==> config.mk <==
export PLATFORM = sky130hd
export DESIGN_NAME = collatz_exit_time
export DESIGN_NICKNAME = d
export VERILOG_FILES = /design/src/rtl/core/cet_pkg.sv /design/src/rtl/core/collatz_exit_time.sv /design/src/rtl/core/cet_front.sv /design/src/rtl/core/cet_queue.sv /design/src/rtl/core/cet_back.sv
export SDC_FILE = /design/constraint.sdc
export NUM_CORES = 2
export LEC_CHECK = 0
export ABC_AREA = 1
export BUFFER_PORTS_ARGS = -buffer_cell sky130_fd_sc_hd__buf_2
export CELL_PAD_IN_SITES_DETAIL_PLACEMENT = 1
export CELL_PAD_IN_SITES_GLOBAL_PLACEMENT = 2
export CORE_AREA = 8 8 382 384
export DETAILED_ROUTE_END_ITERATION = 7
export DIE_AREA = 0 0 390 392
export GPL_ROUTABILITY_DRIVEN = 0
export PLACE_DENSITY = 0.74
export SYNTH_ARGS = -nofsm -noshare
export SYNTH_HDL_FRONTEND = slang
export SYNTH_SLANG_ARGS = --single-unit
export TNS_END_PERCENT = 5
==> constraint.sdc <==
create_clock -name aclk -period 13.8 [get_ports aclk]
set_input_delay 1.38 -clock aclk [delete_from_list [all_inputs] [get_ports aclk]]
set_output_delay 1.38 -clock aclk [all_outputs]
set_load 0.03 [all_outputs]
==> src/rtl/core/cet_pkg.sv <==
package cet_pkg;

    localparam int SEED_LO_W   = 64;
    localparam int SEED_HI_W   = 60;
    localparam int SEED_W      = SEED_LO_W + SEED_HI_W;
    localparam int CUR_W       = 128;
    localparam int VALUE_BITS  = 124;
    localparam int SCALE_W     = 7;
    localparam int D_W         = 7;
    localparam int THR_W       = 12;
    localparam int K_W         = 6;
    localparam int EXIT_W      = 12;
    localparam int STATUS_W    = 2;
    localparam int CFG_INDEX_W = 2;
    localparam int CFG_DATA_W  = 12;

    localparam int MAX_STEPS_DEFAULT = 4095;
    localparam int FRAC_BITS_DEFAULT = 48;
    localparam int QUEUE_DEPTH       = 2;

    localparam logic [THR_W-1:0] THRESHOLD_RESET    = '0;
    localparam logic             RESIDUE_MODE_RESET = 1'b0;
    localparam logic [K_W-1:0]   RESIDUE_BITS_RESET = 6'd20;

    // fractional part of log2(3), 60 bits, truncated
    localparam logic [59:0] LOG3_FRAC60 = 60'h95C01A39FBD687A;

    typedef enum logic [CFG_INDEX_W-1:0] {
        CFG_THRESHOLD    = 2'd0,
        CFG_RESIDUE_MODE = 2'd1,
        CFG_RESIDUE_BITS = 2'd2
    } cfg_index_t;

    typedef enum logic [STATUS_W-1:0] {
        ST_EXIT      = 2'd0,
        ST_OVERFLOW  = 2'd1,
        ST_UNDECIDED = 2'd2,
        ST_STEP_CAP  = 2'd3
    } status_t;

    typedef struct packed {
        logic [SEED_HI_W-1:0] seed_hi;
        logic [SEED_LO_W-1:0] seed_lo;
    } cet_seed_t;

    typedef struct packed {
        logic [EXIT_W-1:0]   exit_steps;
        logic [STATUS_W-1:0] status;
        logic [SCALE_W-1:0]  scale;
    } cet_result_t;

    typedef struct packed {
        logic [THR_W-1:0] threshold;
        logic             residue_mode;
        logic [K_W-1:0]   residue_bits;
    } cet_cfg_t;

    typedef struct packed {
        logic [SEED_W-1:0]  value;
        logic [SCALE_W-1:0] scale;
    } cet_task_t;

    // log2(3) fraction rounded to nearest at frac_bits, right-aligned at bit 0
    function automatic logic [59:0] log3_frac(input int frac_bits);
        logic [60:0] r;
        r = {1'b0, LOG3_FRAC60} + (61'd1 << (59 - frac_bits));
        r = r >> (60 - frac_bits);
        return r[59:0];
    endfunction

    // trailing zero count, argument known nonzero
    function automatic logic [D_W-1:0] trail_zeros(input logic [CUR_W-1:0] x);
        logic [D_W-1:0] r;
        r = '0;
        for (int i = CUR_W - 1; i >= 0; i--) begin
            if (x[i]) r = D_W'(i);
        end
        return r;
    endfunction

    // index of highest set bit, 0 for zero
    function automatic logic [SCALE_W-1:0] top_bit(input logic [SEED_W-1:0] v);
        logic [SCALE_W-1:0] r;
        r = '0;
        for (int i = 0; i < SEED_W; i++) begin
            if (v[i]) r = SCALE_W'(i);
        end
        return r;
    endfunction

endpackage

==> src/rtl/core/collatz_exit_time.sv <==
// channel   dir  beat content                             handshake
// s_        in   cet_seed_t   {seed_hi, seed_lo}          s_valid / s_ready
// m_        out  cet_result_t {exit_steps, status, scale} m_valid / m_ready
// cfg_      in   cfg_index 0..2, cfg_data                 cfg_valid / cfg_ready
//
// each odd step of a seed runs through the states triple-and-add, trailing zero
// count, and shift and wall test, between an entry from idle and a finish hand-off
// the shared step loop in the back end sets the rate; the front end and queue
// take up to three further seeds while a run is in progress
// synchronous active-low reset clears handshake state and loads register defaults
// a stalled result beat waits in the output register while the next seed runs
module collatz_exit_time
    import cet_pkg::*;
#(
    parameter int MAX_STEPS = MAX_STEPS_DEFAULT,
    parameter int FRAC_BITS = FRAC_BITS_DEFAULT
) (
    input  logic                   aclk,
    input  logic                   aresetn,
    input  logic                   s_valid,
    output logic                   s_ready,
    input  cet_seed_t              s_data,
    output logic                   m_valid,
    input  logic                   m_ready,
    output cet_result_t            m_data,
    input  logic                   cfg_valid,
    output logic                   cfg_ready,
    input  logic [CFG_INDEX_W-1:0] cfg_index,
    input  logic [CFG_DATA_W-1:0]  cfg_data
);

    // configuration registers
    logic [THR_W-1:0] threshold_reg;
    logic             residue_mode_reg;
    logic [K_W-1:0]   residue_bits_reg;
    cet_cfg_t         cfg;

    // front end to queue, queue to back end
    logic      fq_valid;
    logic      fq_ready;
    cet_task_t fq_data;
    logic      qb_valid;
    logic      qb_ready;
    cet_task_t qb_data;

    // writes must land only while idle (the block does not enforce this), so no shadowing is needed
    assign cfg_ready        = 1'b1;
    assign cfg.threshold    = threshold_reg;
    assign cfg.residue_mode = residue_mode_reg;
    assign cfg.residue_bits = residue_bits_reg;

    always_ff @(posedge aclk) begin
        if (!aresetn) begin
            threshold_reg    <= THRESHOLD_RESET;
            residue_mode_reg <= RESIDUE_MODE_RESET;
            residue_bits_reg <= RESIDUE_BITS_RESET;
        end else if (cfg_valid && cfg_ready) begin
            unique case (cfg_index)
                CFG_THRESHOLD:    threshold_reg    <= cfg_data[THR_W-1:0];
                CFG_RESIDUE_MODE: residue_mode_reg <= cfg_data[0];
                CFG_RESIDUE_BITS: residue_bits_reg <= cfg_data[K_W-1:0];
                default: begin
                    // unused index, write dropped
                end
            endcase
        end
    end

    // seed masking and scale
    cet_front u_front (
        .aclk    (aclk),
        .aresetn (aresetn),
        .s_valid (s_valid),
        .s_ready (s_ready),
        .s_data  (s_data),
        .cfg     (cfg),
        .q_valid (fq_valid),
        .q_ready (fq_ready),
        .q_data  (fq_data)
    );

    // decouples classification from the step loop
    cet_queue u_queue (
        .aclk     (aclk),
        .aresetn  (aresetn),
        .wr_valid (fq_valid),
        .wr_ready (fq_ready),
        .wr_data  (fq_data),
        .rd_valid (qb_valid),
        .rd_ready (qb_ready),
        .rd_data  (qb_data)
    );

    // syracuse iteration, wall test and result register
    cet_back #(
        .MAX_STEPS (MAX_STEPS),
        .FRAC_BITS (FRAC_BITS)
    ) u_back (
        .aclk    (aclk),
        .aresetn (aresetn),
        .cfg     (cfg),
        .q_valid (qb_valid),
        .q_ready (qb_ready),
        .q_data  (qb_data),
        .m_valid (m_valid),
        .m_ready (m_ready),
        .m_data  (m_data)
    );

    // only a true exit carries a step count
    assert property (@(posedge aclk) disable iff (!aresetn)
        (m_valid && m_data.status != ST_EXIT) |-> (m_data.exit_steps == '0))
        else $error("nonzero exit_steps on a non-exit result");

    // an exit needs at least one step, unless the count can wrap
    assert property (@(posedge aclk) disable iff (!aresetn)
        (m_valid && m_data.status == ST_EXIT) |->
            (MAX_STEPS > 4095 || m_data.exit_steps != '0))
        else $error("exit reported at step zero");

    // scale comes from a 124-bit seed
    assert property (@(posedge aclk) disable iff (!aresetn)
        m_valid |-> (m_data.scale <= SCALE_W'(SEED_W - 1)))
        else $error("scale beyond seed width");

    // input only stalls behind a beat held in the front stage
    assert property (@(posedge aclk) disable iff (!aresetn)
        !s_ready |-> fq_valid)
        else $error("input stalled with empty front stage");

endmodule

==> src/rtl/core/cet_front.sv <==
module cet_front
    import cet_pkg::*;
(
    input  logic      aclk,
    input  logic      aresetn,
    input  logic      s_valid,
    output logic      s_ready,
    input  cet_seed_t s_data,
    input  cet_cfg_t  cfg,
    output logic      q_valid,
    input  logic      q_ready,
    output cet_task_t q_data
);

    logic              valid_reg;
    cet_task_t         task_reg;
    cet_task_t         task_next;
    logic [SEED_W-1:0] seed;
    logic [SEED_LO_W-1:0] low_mask;

    assign seed     = {s_data.seed_hi, s_data.seed_lo};
    assign low_mask = ~({SEED_LO_W{1'b1}} << cfg.residue_bits);

    always_comb begin
        task_next.scale = top_bit(seed);
        if (cfg.residue_mode) begin
            task_next.value = {{SEED_HI_W{1'b0}}, s_data.seed_lo & low_mask};
        end else begin
            task_next.value = seed;
        end
    end

    assign s_ready = !valid_reg || q_ready;
    assign q_valid = valid_reg;
    assign q_data  = task_reg;

    always_ff @(posedge aclk) begin
        if (!aresetn) begin
            valid_reg <= 1'b0;
        end else if (s_ready) begin
            valid_reg <= s_valid;
        end
    end

    always_ff @(posedge aclk) begin
        if (s_valid && s_ready) begin
            task_reg <= task_next;
        end
    end

endmodule

==> src/rtl/core/cet_queue.sv <==
module cet_queue
    import cet_pkg::*;
(
    input  logic      aclk,
    input  logic      aresetn,
    input  logic      wr_valid,
    output logic      wr_ready,
    input  cet_task_t wr_data,
    output logic      rd_valid,
    input  logic      rd_ready,
    output cet_task_t rd_data
);

    localparam int PTR_W = (QUEUE_DEPTH > 1) ? $clog2(QUEUE_DEPTH) : 1;
    localparam int CNT_W = $clog2(QUEUE_DEPTH + 1);

    cet_task_t         entry_reg [QUEUE_DEPTH];
    logic [PTR_W-1:0]  wr_ptr_reg;
    logic [PTR_W-1:0]  rd_ptr_reg;
    logic [CNT_W-1:0]  count_reg;
    logic              push;
    logic              pop;

    assign wr_ready = (count_reg != CNT_W'(QUEUE_DEPTH));
    assign rd_valid = (count_reg != '0);
    assign rd_data  = entry_reg[rd_ptr_reg];
    assign push     = wr_valid && wr_ready;
    assign pop      = rd_valid && rd_ready;

    function automatic logic [PTR_W-1:0] ptr_inc(input logic [PTR_W-1:0] p);
        return (p == PTR_W'(QUEUE_DEPTH - 1)) ? '0 : p + 1'b1;
    endfunction

    always_ff @(posedge aclk) begin
        if (!aresetn) begin
            wr_ptr_reg <= '0;
            rd_ptr_reg <= '0;
            count_reg  <= '0;
        end else begin
            if (push) wr_ptr_reg <= ptr_inc(wr_ptr_reg);
            if (pop)  rd_ptr_reg <= ptr_inc(rd_ptr_reg);
            if (push && !pop) begin
                count_reg <= count_reg + 1'b1;
            end else if (pop && !push) begin
                count_reg <= count_reg - 1'b1;
            end
        end
    end

    always_ff @(posedge aclk) begin
        if (push) begin
            entry_reg[wr_ptr_reg] <= wr_data;
        end
    end

endmodule

==> src/rtl/core/cet_back.sv <==
module cet_back
    import cet_pkg::*;
#(
    parameter int MAX_STEPS = MAX_STEPS_DEFAULT,
    parameter int FRAC_BITS = FRAC_BITS_DEFAULT
) (
    input  logic        aclk,
    input  logic        aresetn,
    input  cet_cfg_t    cfg,
    input  logic        q_valid,
    output logic        q_ready,
    input  cet_task_t   q_data,
    output logic        m_valid,
    input  logic        m_ready,
    output cet_result_t m_data
);

    localparam int STEP_W  = $clog2(MAX_STEPS + 1);
    localparam int WHOLE_W = STEP_W + 1;
    localparam int SUM_W   = ((WHOLE_W > THR_W) ? WHOLE_W : THR_W) + 2;
    localparam logic [FRAC_BITS-1:0] ALPHA = FRAC_BITS'(log3_frac(FRAC_BITS));

    typedef enum logic [2:0] {
        IDLE,
        TRIPLE,
        COUNT,
        APPLY,
        FINISH
    } state_t;

    state_t               state_reg;
    logic [CUR_W-1:0]     val_reg;
    logic [CUR_W-1:0]     x_reg;
    logic [D_W-1:0]       d_reg;
    logic [SUM_W-1:0]     s_reg;
    logic [STEP_W-1:0]    n_reg;
    logic [WHOLE_W-1:0]   whole_reg;
    logic [FRAC_BITS-1:0] frac_reg;
    logic [SCALE_W-1:0]   scale_reg;
    status_t              status_reg;
    logic                 out_valid_reg;
    cet_result_t          out_data_reg;

    logic [CUR_W-1:0]     x_next;
    logic [CUR_W-1:0]     val_next;
    logic [SUM_W-1:0]     s_next;
    logic [STEP_W-1:0]    n_next;
    logic [FRAC_BITS:0]   frac_next;
    logic [WHOLE_W-1:0]   whole_next;
    logic [SUM_W-1:0]     wall_level;
    logic                 res_stop;
    logic                 wall_hit;
    logic                 value_ovf;
    logic                 cap_hit;

    always_comb begin
        x_next     = val_reg + (val_reg << 1) + CUR_W'(1);
        val_next   = x_reg >> d_reg;
        s_next     = s_reg + SUM_W'(d_reg);
        n_next     = n_reg + 1'b1;
        frac_next  = {1'b0, frac_reg} + {1'b0, ALPHA};
        whole_next = whole_reg + WHOLE_W'(1) + WHOLE_W'(frac_next[FRAC_BITS]);
        wall_level = SUM_W'(whole_next) + SUM_W'(cfg.threshold);
        res_stop   = cfg.residue_mode && (s_next + SUM_W'(1) > SUM_W'(cfg.residue_bits));
        wall_hit   = s_next > wall_level;
        value_ovf  = val_next[CUR_W-1:VALUE_BITS] != '0;
        cap_hit    = n_next >= STEP_W'(MAX_STEPS);
    end

    assign q_ready = (state_reg == IDLE);
    assign m_valid = out_valid_reg;
    assign m_data  = out_data_reg;

    always_ff @(posedge aclk) begin
        if (!aresetn) begin
            state_reg     <= IDLE;
            out_valid_reg <= 1'b0;
        end else begin
            // finish reloads the output register itself
            if (out_valid_reg && m_ready && state_reg != FINISH) out_valid_reg <= 1'b0;
            unique case (state_reg)
                IDLE: begin
                    if (q_valid) begin
                        val_reg   <= CUR_W'(q_data.value);
                        scale_reg <= q_data.scale;
                        s_reg     <= '0;
                        n_reg     <= '0;
                        whole_reg <= '0;
                        frac_reg  <= '0;
                        state_reg <= TRIPLE;
                    end
                end
                TRIPLE: begin
                    x_reg     <= x_next;
                    state_reg <= COUNT;
                end
                COUNT: begin
                    d_reg     <= trail_zeros(x_reg);
                    state_reg <= APPLY;
                end
                APPLY: begin
                    if (res_stop) begin
                        status_reg <= ST_UNDECIDED;
                        state_reg  <= FINISH;
                    end else begin
                        val_reg   <= val_next;
                        s_reg     <= s_next;
                        n_reg     <= n_next;
                        whole_reg <= whole_next;
                        frac_reg  <= frac_next[FRAC_BITS-1:0];
                        if (wall_hit) begin
                            status_reg <= ST_EXIT;
                            state_reg  <= FINISH;
                        end else if (value_ovf) begin
                            status_reg <= ST_OVERFLOW;
                            state_reg  <= FINISH;
                        end else if (cap_hit) begin
                            status_reg <= ST_STEP_CAP;
                            state_reg  <= FINISH;
                        end else begin
                            state_reg <= TRIPLE;
                        end
                    end
                end
                FINISH: begin
                    if (!out_valid_reg || m_ready) begin
                        out_valid_reg           <= 1'b1;
                        out_data_reg.exit_steps <= (status_reg == ST_EXIT) ?
                                                   EXIT_W'(n_reg) : '0;
                        out_data_reg.status     <= status_reg;
                        out_data_reg.scale      <= scale_reg;
                        state_reg               <= IDLE;
                    end
                end
                default: begin
                    state_reg <= IDLE;
                end
            endcase
        end
    end

endmodule

---- Yosys cells after proc, flatten, opt, wreduce, memory -nomap -nowiden ----
Memory sizes are Yosys's and may differ from the RTL's. A register that Yosys moved wholly into a read port is not among the register bits.
Cells that the tools add are included.
cells by class
  $add $sub $neg .......................... 13
  $lt $le $gt $ge ......................... 3
  equality and inequality tests ........... 11
  shift-type cells ........................ 2
  multiplexer cells ....................... 286
  bitwise operators ....................... 2
  reductions and logical operators ........ 44
operators with widths
  cell                                                                  number
  6-bit 2-to-1 mux                                                      96
  7-bit 2-to-1 mux                                                      64
  128-bit 2-to-1 mux                                                    2
  128-bit one-hot mux with 2 select lines                               1
  5-bit 2-to-1 mux                                                      48
  128-bit by 1-bit adder with 128-bit output (second input constant)    1
  128-bit adder                                                         1
  128-bit by 7-bit right shift with 128-bit output                      1
  4-bit 2-to-1 mux                                                      24
  48-bit 2-to-1 mux                                                     2
  48-bit one-hot mux with 2 select lines                                1
  64-bit AND                                                            1
  64-bit 2-to-1 mux                                                     1
  64-bit NOT                                                            1
  64-bit OR reduction                                                   1
  64-bit by 6-bit left shift with 64-bit output (first input constant)  1
  60-bit OR reduction                                                   1
  48-bit by 48-bit adder with 49-bit output (second input constant)     1
  3-bit 2-to-1 mux                                                      14
  32-bit OR reduction                                                   1
  15-bit 2-to-1 mux                                                     2
  15-bit one-hot mux with 2 select lines                                1
  28-bit OR reduction                                                   1
  13-bit 2-to-1 mux                                                     2
  other kinds (41)                                                      92
storage, ports and cells
  flip-flop bits (word level) ............. 540
  RAM bits ................................ 262
  input port bits ......................... 143
  output and inout bits ................... 24
  logic and storage cells ................. 398
  memories kept ........................... 1
memory list
  memory             depth  bits a word  rd ports  clocked after Yosys merged registers in  wr ports  line             source
  u_queue.entry_reg  2      131          1         1                                        1         cet_queue.sv:17  cet_task_t entry_reg [QUEUE_DEPTH];

---- Longest topological paths before layout ----
  word-level depth ........................ 127
  depth in mapped cells ................... 127
  depth with buffers taken out ............ 127

---- By module ----
From an unflattened synthesis, not the netlist that was laid out.
second synthesis, totals
  cell total of the unflattened synthesis .. 5505
  area total of the unflattened synthesis .. 51094.0 um2
modules (own cells, without submodules)
  module             instances  cells each  area an instance (um2)  sequential area each (um2)
  cet_back           1          4146        32726.4                 11521.0
  cet_queue          1          445         10068.4                 7967.6
  cet_front          1          790         7425.9                  3953.8
  collatz_exit_time  1          124         873.3                   380.4

---- Worst setup path after synthesis ----
Ideal clock, no wire load.
  kind .................................... reg-to-reg
  from .................................... register u_back.d_reg[0]
  to ...................................... register u_back.frac_reg[0], enable pin
  setup time .............................. 865 ps
  data arrival time ....................... 13350 ps
  data required time ...................... 12935 ps
  slack ................................... -414 ps
  cell stages (with the launch flop) ...... 17
  path buffers ............................ 0
  period minus slack after synthesis ...... 14214 ps
  cell sequence ........................... edfxtp_1 ha_1 fa_1 xor2_1 inv_1 nor3_1 nand3_1 xnor2_1 ha_1 nand3_1 inv_1 a221oi_1 o221a_2 nand3_1 nand2_1 nand2_1 a21oi_1
on the way
  cells in the longest elaborated chain, start to end .. 6
RTL lines
  element                                                    line             source
  from (decl)                                                cet_back.sv:34   logic [D_W-1:0] d_reg;
  from (signal assigned)                                     cet_back.sv:98   d_reg <= trail_zeros(x_reg);
  15-bit by 7-bit adder with 15-bit output                   cet_back.sv:59   s_next = s_reg + SUM_W'(d_reg);
  named net u_back.s_next[2]                                 cet_back.sv:46   logic [SUM_W-1:0] s_next;
  15-bit by 1-bit adder with 15-bit output                   cet_back.sv:64   res_stop = cfg.residue_mode && (s_next + SUM_W'(1) > SUM_W'(cfg.residue_bits));
  15-bit by 6-bit greater-than comparator with 1-bit output  cet_back.sv:64
  1-bit logical AND                                          cet_back.sv:64
  2-bit != test (no source line)                             --
  4-bit AND reduction (no source line)                       --
  to (signal assigned)                                       cet_back.sv:110  frac_reg <= frac_next[FRAC_BITS-1:0];
  to (decl)                                                  cet_back.sv:38   logic [FRAC_BITS-1:0] frac_reg;
The timed path passes the listed nets, and every way through them passes these cells.
A chain may end at the register's enable or synchronous reset.

---- Worst setup path after layout ----
  from .................................... register u_back.frac_reg[0]
  to ...................................... register u_back.state_reg[0]
on the way
  cells in the longest elaborated chain, start to end .. 7
RTL lines
  element                                    line             source
  48-bit by 48-bit adder with 49-bit output  cet_back.sv:61   frac_next = {1'b0, frac_reg} + {1'b0, ALPHA};
  13-bit by 1-bit adder with 13-bit output   cet_back.sv:62   whole_next = whole_reg + WHOLE_W'(1) + WHOLE_W'(frac_next[FRAC_BITS]);
  named net u_back.whole_next[1]             cet_back.sv:49   logic [WHOLE_W-1:0] whole_next;
  13-bit by 12-bit adder with 14-bit output  cet_back.sv:63   wall_level = SUM_W'(whole_next) + SUM_W'(cfg.threshold);
  15-bit greater-than comparator             cet_back.sv:65   wall_hit = s_next > wall_level;
  3-bit 2-to-1 mux                           cet_back.sv:111  if (wall_hit) begin
  3-bit 2-to-1 mux                           cet_back.sv:102  if (res_stop) begin
  3-bit one-hot mux with 5 select lines      cet_back.sv:81   unique case (state_reg)
  to (signal assigned)                       cet_back.sv:104  state_reg <= FINISH;
  to (signal assigned)                       cet_back.sv:113  state_reg <= FINISH;
  to (signal assigned)                       cet_back.sv:116  state_reg <= FINISH;
  to (decl)                                  cet_back.sv:31   state_t state_reg;
The timed path passes the listed nets, and every way through them passes these cells.

==> impl_metrics.ini <==
[place]
dp_hpwl_um = 141000
port_buffers = 165

[sta]
slew_viol_final = 0
final.setup.tns_ps = 0
relSlewSlack_pct = 17.6
worst_pin_slew_ps = 1220
clock.fmax_mhz = 123
fin_crit_sh_pct = 58.9
setup_violations = 0
fin_crit_ps = 8130
clock_skew_ps = 55.8
rsz0062_at_grt = no
hold_violations = 0

[min_path]
hold_path_class = flop to flop

[floorplanning]
dieArea_um2 = 153000
core_um2 = 140000
initial_core_util_pct = 35.7
die_x_um = 390
die-height_um = 392
row_count = 138
ios = 167

[layout]
fillers = 16600
largest_reg_flops = 262
drive_gt1_share_pct = 7.89
finalNetCount = 6176
area_delta_synth_final_pct = 11.8

[global_route]
grt_pass1_vias = 41700
antenna_found_initial = 7
grt-ovfl-total = 0
grt_max_degree = 135
track_usage_pct = 22.7
grt_pass1_wl_um = 265000

[power_and_ir_drop]
max-vdd-ir-drop_uv = 119
p_leak_uw = 0.0237
cellPowerDensity_nw_per_um2 = 210
power_uw = 11700

[yosys]
synthCells = 5771
synth-seq-cells = 803
synth_edf_count = 774
yosysUniqueCellTypes = 72
async_reset_ff_share_pct = 0
synth_nets = 6090
syn_area_um2 = 50000
synth_ff_type = edfxtp_1
ys_warn_count = 0
ys_seq_area_share_pct = 47.6
syn_area_per_cell_um2 = 8.67

[route]
firstDrtPassIters = 6
drc_errors = 0
wire_per_inst_um = 22.9
drt_wl_total_um = 179000
vias = 41100
drtAntennaViolNets = 0
detail_route.vias_per_cell = 5.25
dr.first_iter.drc_count = 3203

[setup_path]
crit_slowest_cell = nor3b_1
required_ps = 14440
worst_path_most_repeated_cell = inv_1
cp-start-kind = flop
crit_fanout = 4
critPathKind = flop to flop
cp_data_arrival_time_ps = 8770
slowest_delay_ps = 480
endpoint_kind = flop

[run_status]
outcome = finished clean

[cts]
clk-insertion-delay-late_ps = 740
clkSinkCount = 803
post_cts_resized = 0
postCtsSetupBuffers = 0
htreeDepth = 3
cts_buffer_depth = 3
clkTransAtPathRegs_ps = 60
cts_tree = built
holdBufCountCts = 0
cts-buffers-inserted = 90
root_buffer = clkbuf_16

[flow_run]
max_cap_viol_count = 0
## cells by family after synthesis
| family | Yosys count | synth area share [%] |
|---|---|---|
| DFF | 803 | 47.6 |
| other | 1 | 0.00749 |
| and+or+nand+nor | 2303 | 18.4 |
| muxes | 305 | 6.10 |
| AOI/OAI and AO/OA | 1125 | 13.5 |
| xor gates and xnor gates | 174 | 3.05 |
| adders and majority gates | 176 | 4.45 |
| buffers and inverters | 884 | 6.95 |
## worst paths after layout
kind	from	to	slack [ps]	cells after the start
min reg2reg	u_back.scale_reg[5]	u_back.m_data[5]	430	0
max	u_back.frac_reg[0]	u_back.state_reg[0]	5670	49
max reg2reg	u_back.frac_reg[0]	u_back.state_reg[0]	5670	49
min	u_back.scale_reg[5]	u_back.m_data[5]	430	0
## cell usage in the layout (no fill, tap or decap), types with 9 or more instances in the layout
cell type      n
buf_4         56
o21ai_0      472
a21o_1        10
o221ai_1      27
nor2_1       515
inv_1        616
clkinvlp_4    11
o211ai_1      83
or2_2          9
a31oi_1       65
clkinv_2      17
nor3_1        45
o311ai_0       9
mux2i_1      305
dfxtp_1       27
bufinv_8       9
bufinv_16     13
clkbuf_16     90
o21ai_1       17
clkinv_1      24
buf_2        165
o21bai_2       9
clkbuf_1       9
a21oi_1      276
o21bai_1       9
nand3_1      154
a32o_1        11
nand2_1     1483
xnor2_1       39
edfxtp_1     774
nor4_1        41
a211oi_1      34
nand4_1       27
inv_2         14
o21a_1        16
xor2_1       135
ha_1         173
## where the power goes
part / switching [µW] / internal [µW]
Clock: 1080 / 1450
Sequential: 352 / 3510
Combinational: 3680 / 1650
## layout make-up
| type | instances | area [µm²] | area share [%] |
|---|---|---|---|
| Antenna cell | 3 | 7.51 | 0.0134 |
| Clock buffer | 99 | 2290 | 4.09 |
| Clock inverter | 65 | 796 | 1.42 |
| Inverter | 656 | 2610 | 4.66 |
| Multi-Input combinational cell | 4084 | 22800 | 40.7 |
| Sequential cell | 803 | 23800 | 42.6 |
| Tap cell | 1890 | 2360 | 4.23 |
| Timing Repair Buffer | 222 | 1270 | 2.26 |
## per-layer routing
metal,global-route usage (%),part of all wire [%],vias to the layer above
met5,0,0,-
met2,35.8,44,910
met1,32.6,48,20000
met4,7.52,3.4,0
li1,-,-,19900
met3,2.38,4.2,230
## Yosys cell counts, types with 6 or more instances
cell	instances	share of area, %
a211oi_1	34	0.51
a21o_1	10	0.15
a21oi_1	277	2.8
a21oi_2	8	0.14
a22o_1	8	0.14
a311oi_1	6	0.11
a31oi_1	65	0.81
a32o_1	11	0.22
a32oi_1	7	0.12
buf_1	40	0.30
bufinv_8	9	0.32
clkbuf_1	182	1.4
clkinv_1	11	0.083
dfxtp_1	29	1.2
edfxtp_1	774	46
ha_1	173	4.3
inv_1	620	4.7
inv_2	16	0.12
mux2i_1	305	6.1
nand2_1	1483	11
nand2_2	7	0.088
nand3_1	154	1.5
nand3_2	6	0.12
nand4_1	27	0.34
nor2_1	519	3.9
nor3_1	47	0.47
nor4_1	41	0.51
o211ai_1	83	1.2
o211ai_2	6	0.15
o21a_1	16	0.24
o21ai_0	472	4.7
o21ai_1	17	0.17
o21bai_1	9	0.14
o21bai_2	9	0.20
o221ai_1	27	0.47
o311ai_0	9	0.16
o31ai_1	8	0.12
or2_2	9	0.11
xnor2_1	39	0.68
xor2_1	135	2.4
## critical path, delay by kind of cell (launching register included)
| kind | cells | cell delay (ps) |
|---|---|---|
| AOI/OAI and AO/OA | 16 | 2650 |
| xor gates and xnor gates | 1 | 150 |
| adders and majority gates | 5 | 1430 |
| buffers and inverters | 8 | 550 |
| DFF | 1 | 390 |
| and+or+nand+nor | 19 | 2890 |
## per-stage QoR
step / area, µm² / hold slack (ps) / std cells / worst slack (ps) / utilization [%]
finish: 56000 / 428 / 7822 / 5670 / 39.9
global route: 55900 / 437 / 7819 / 4920 / 39.9
CTS: 55900 / 434 / 7819 / 5750 / 39.9
detailed placement: 52900 / 415 / 7655 / 5760 / 37.7
global placement: 52900 / 413 / 7655 / 5720 / 37.7
floorplan: 50000 / 400 / 5771 / 4080 / -
Note: power is estimated with default switching activity, not from simulation.
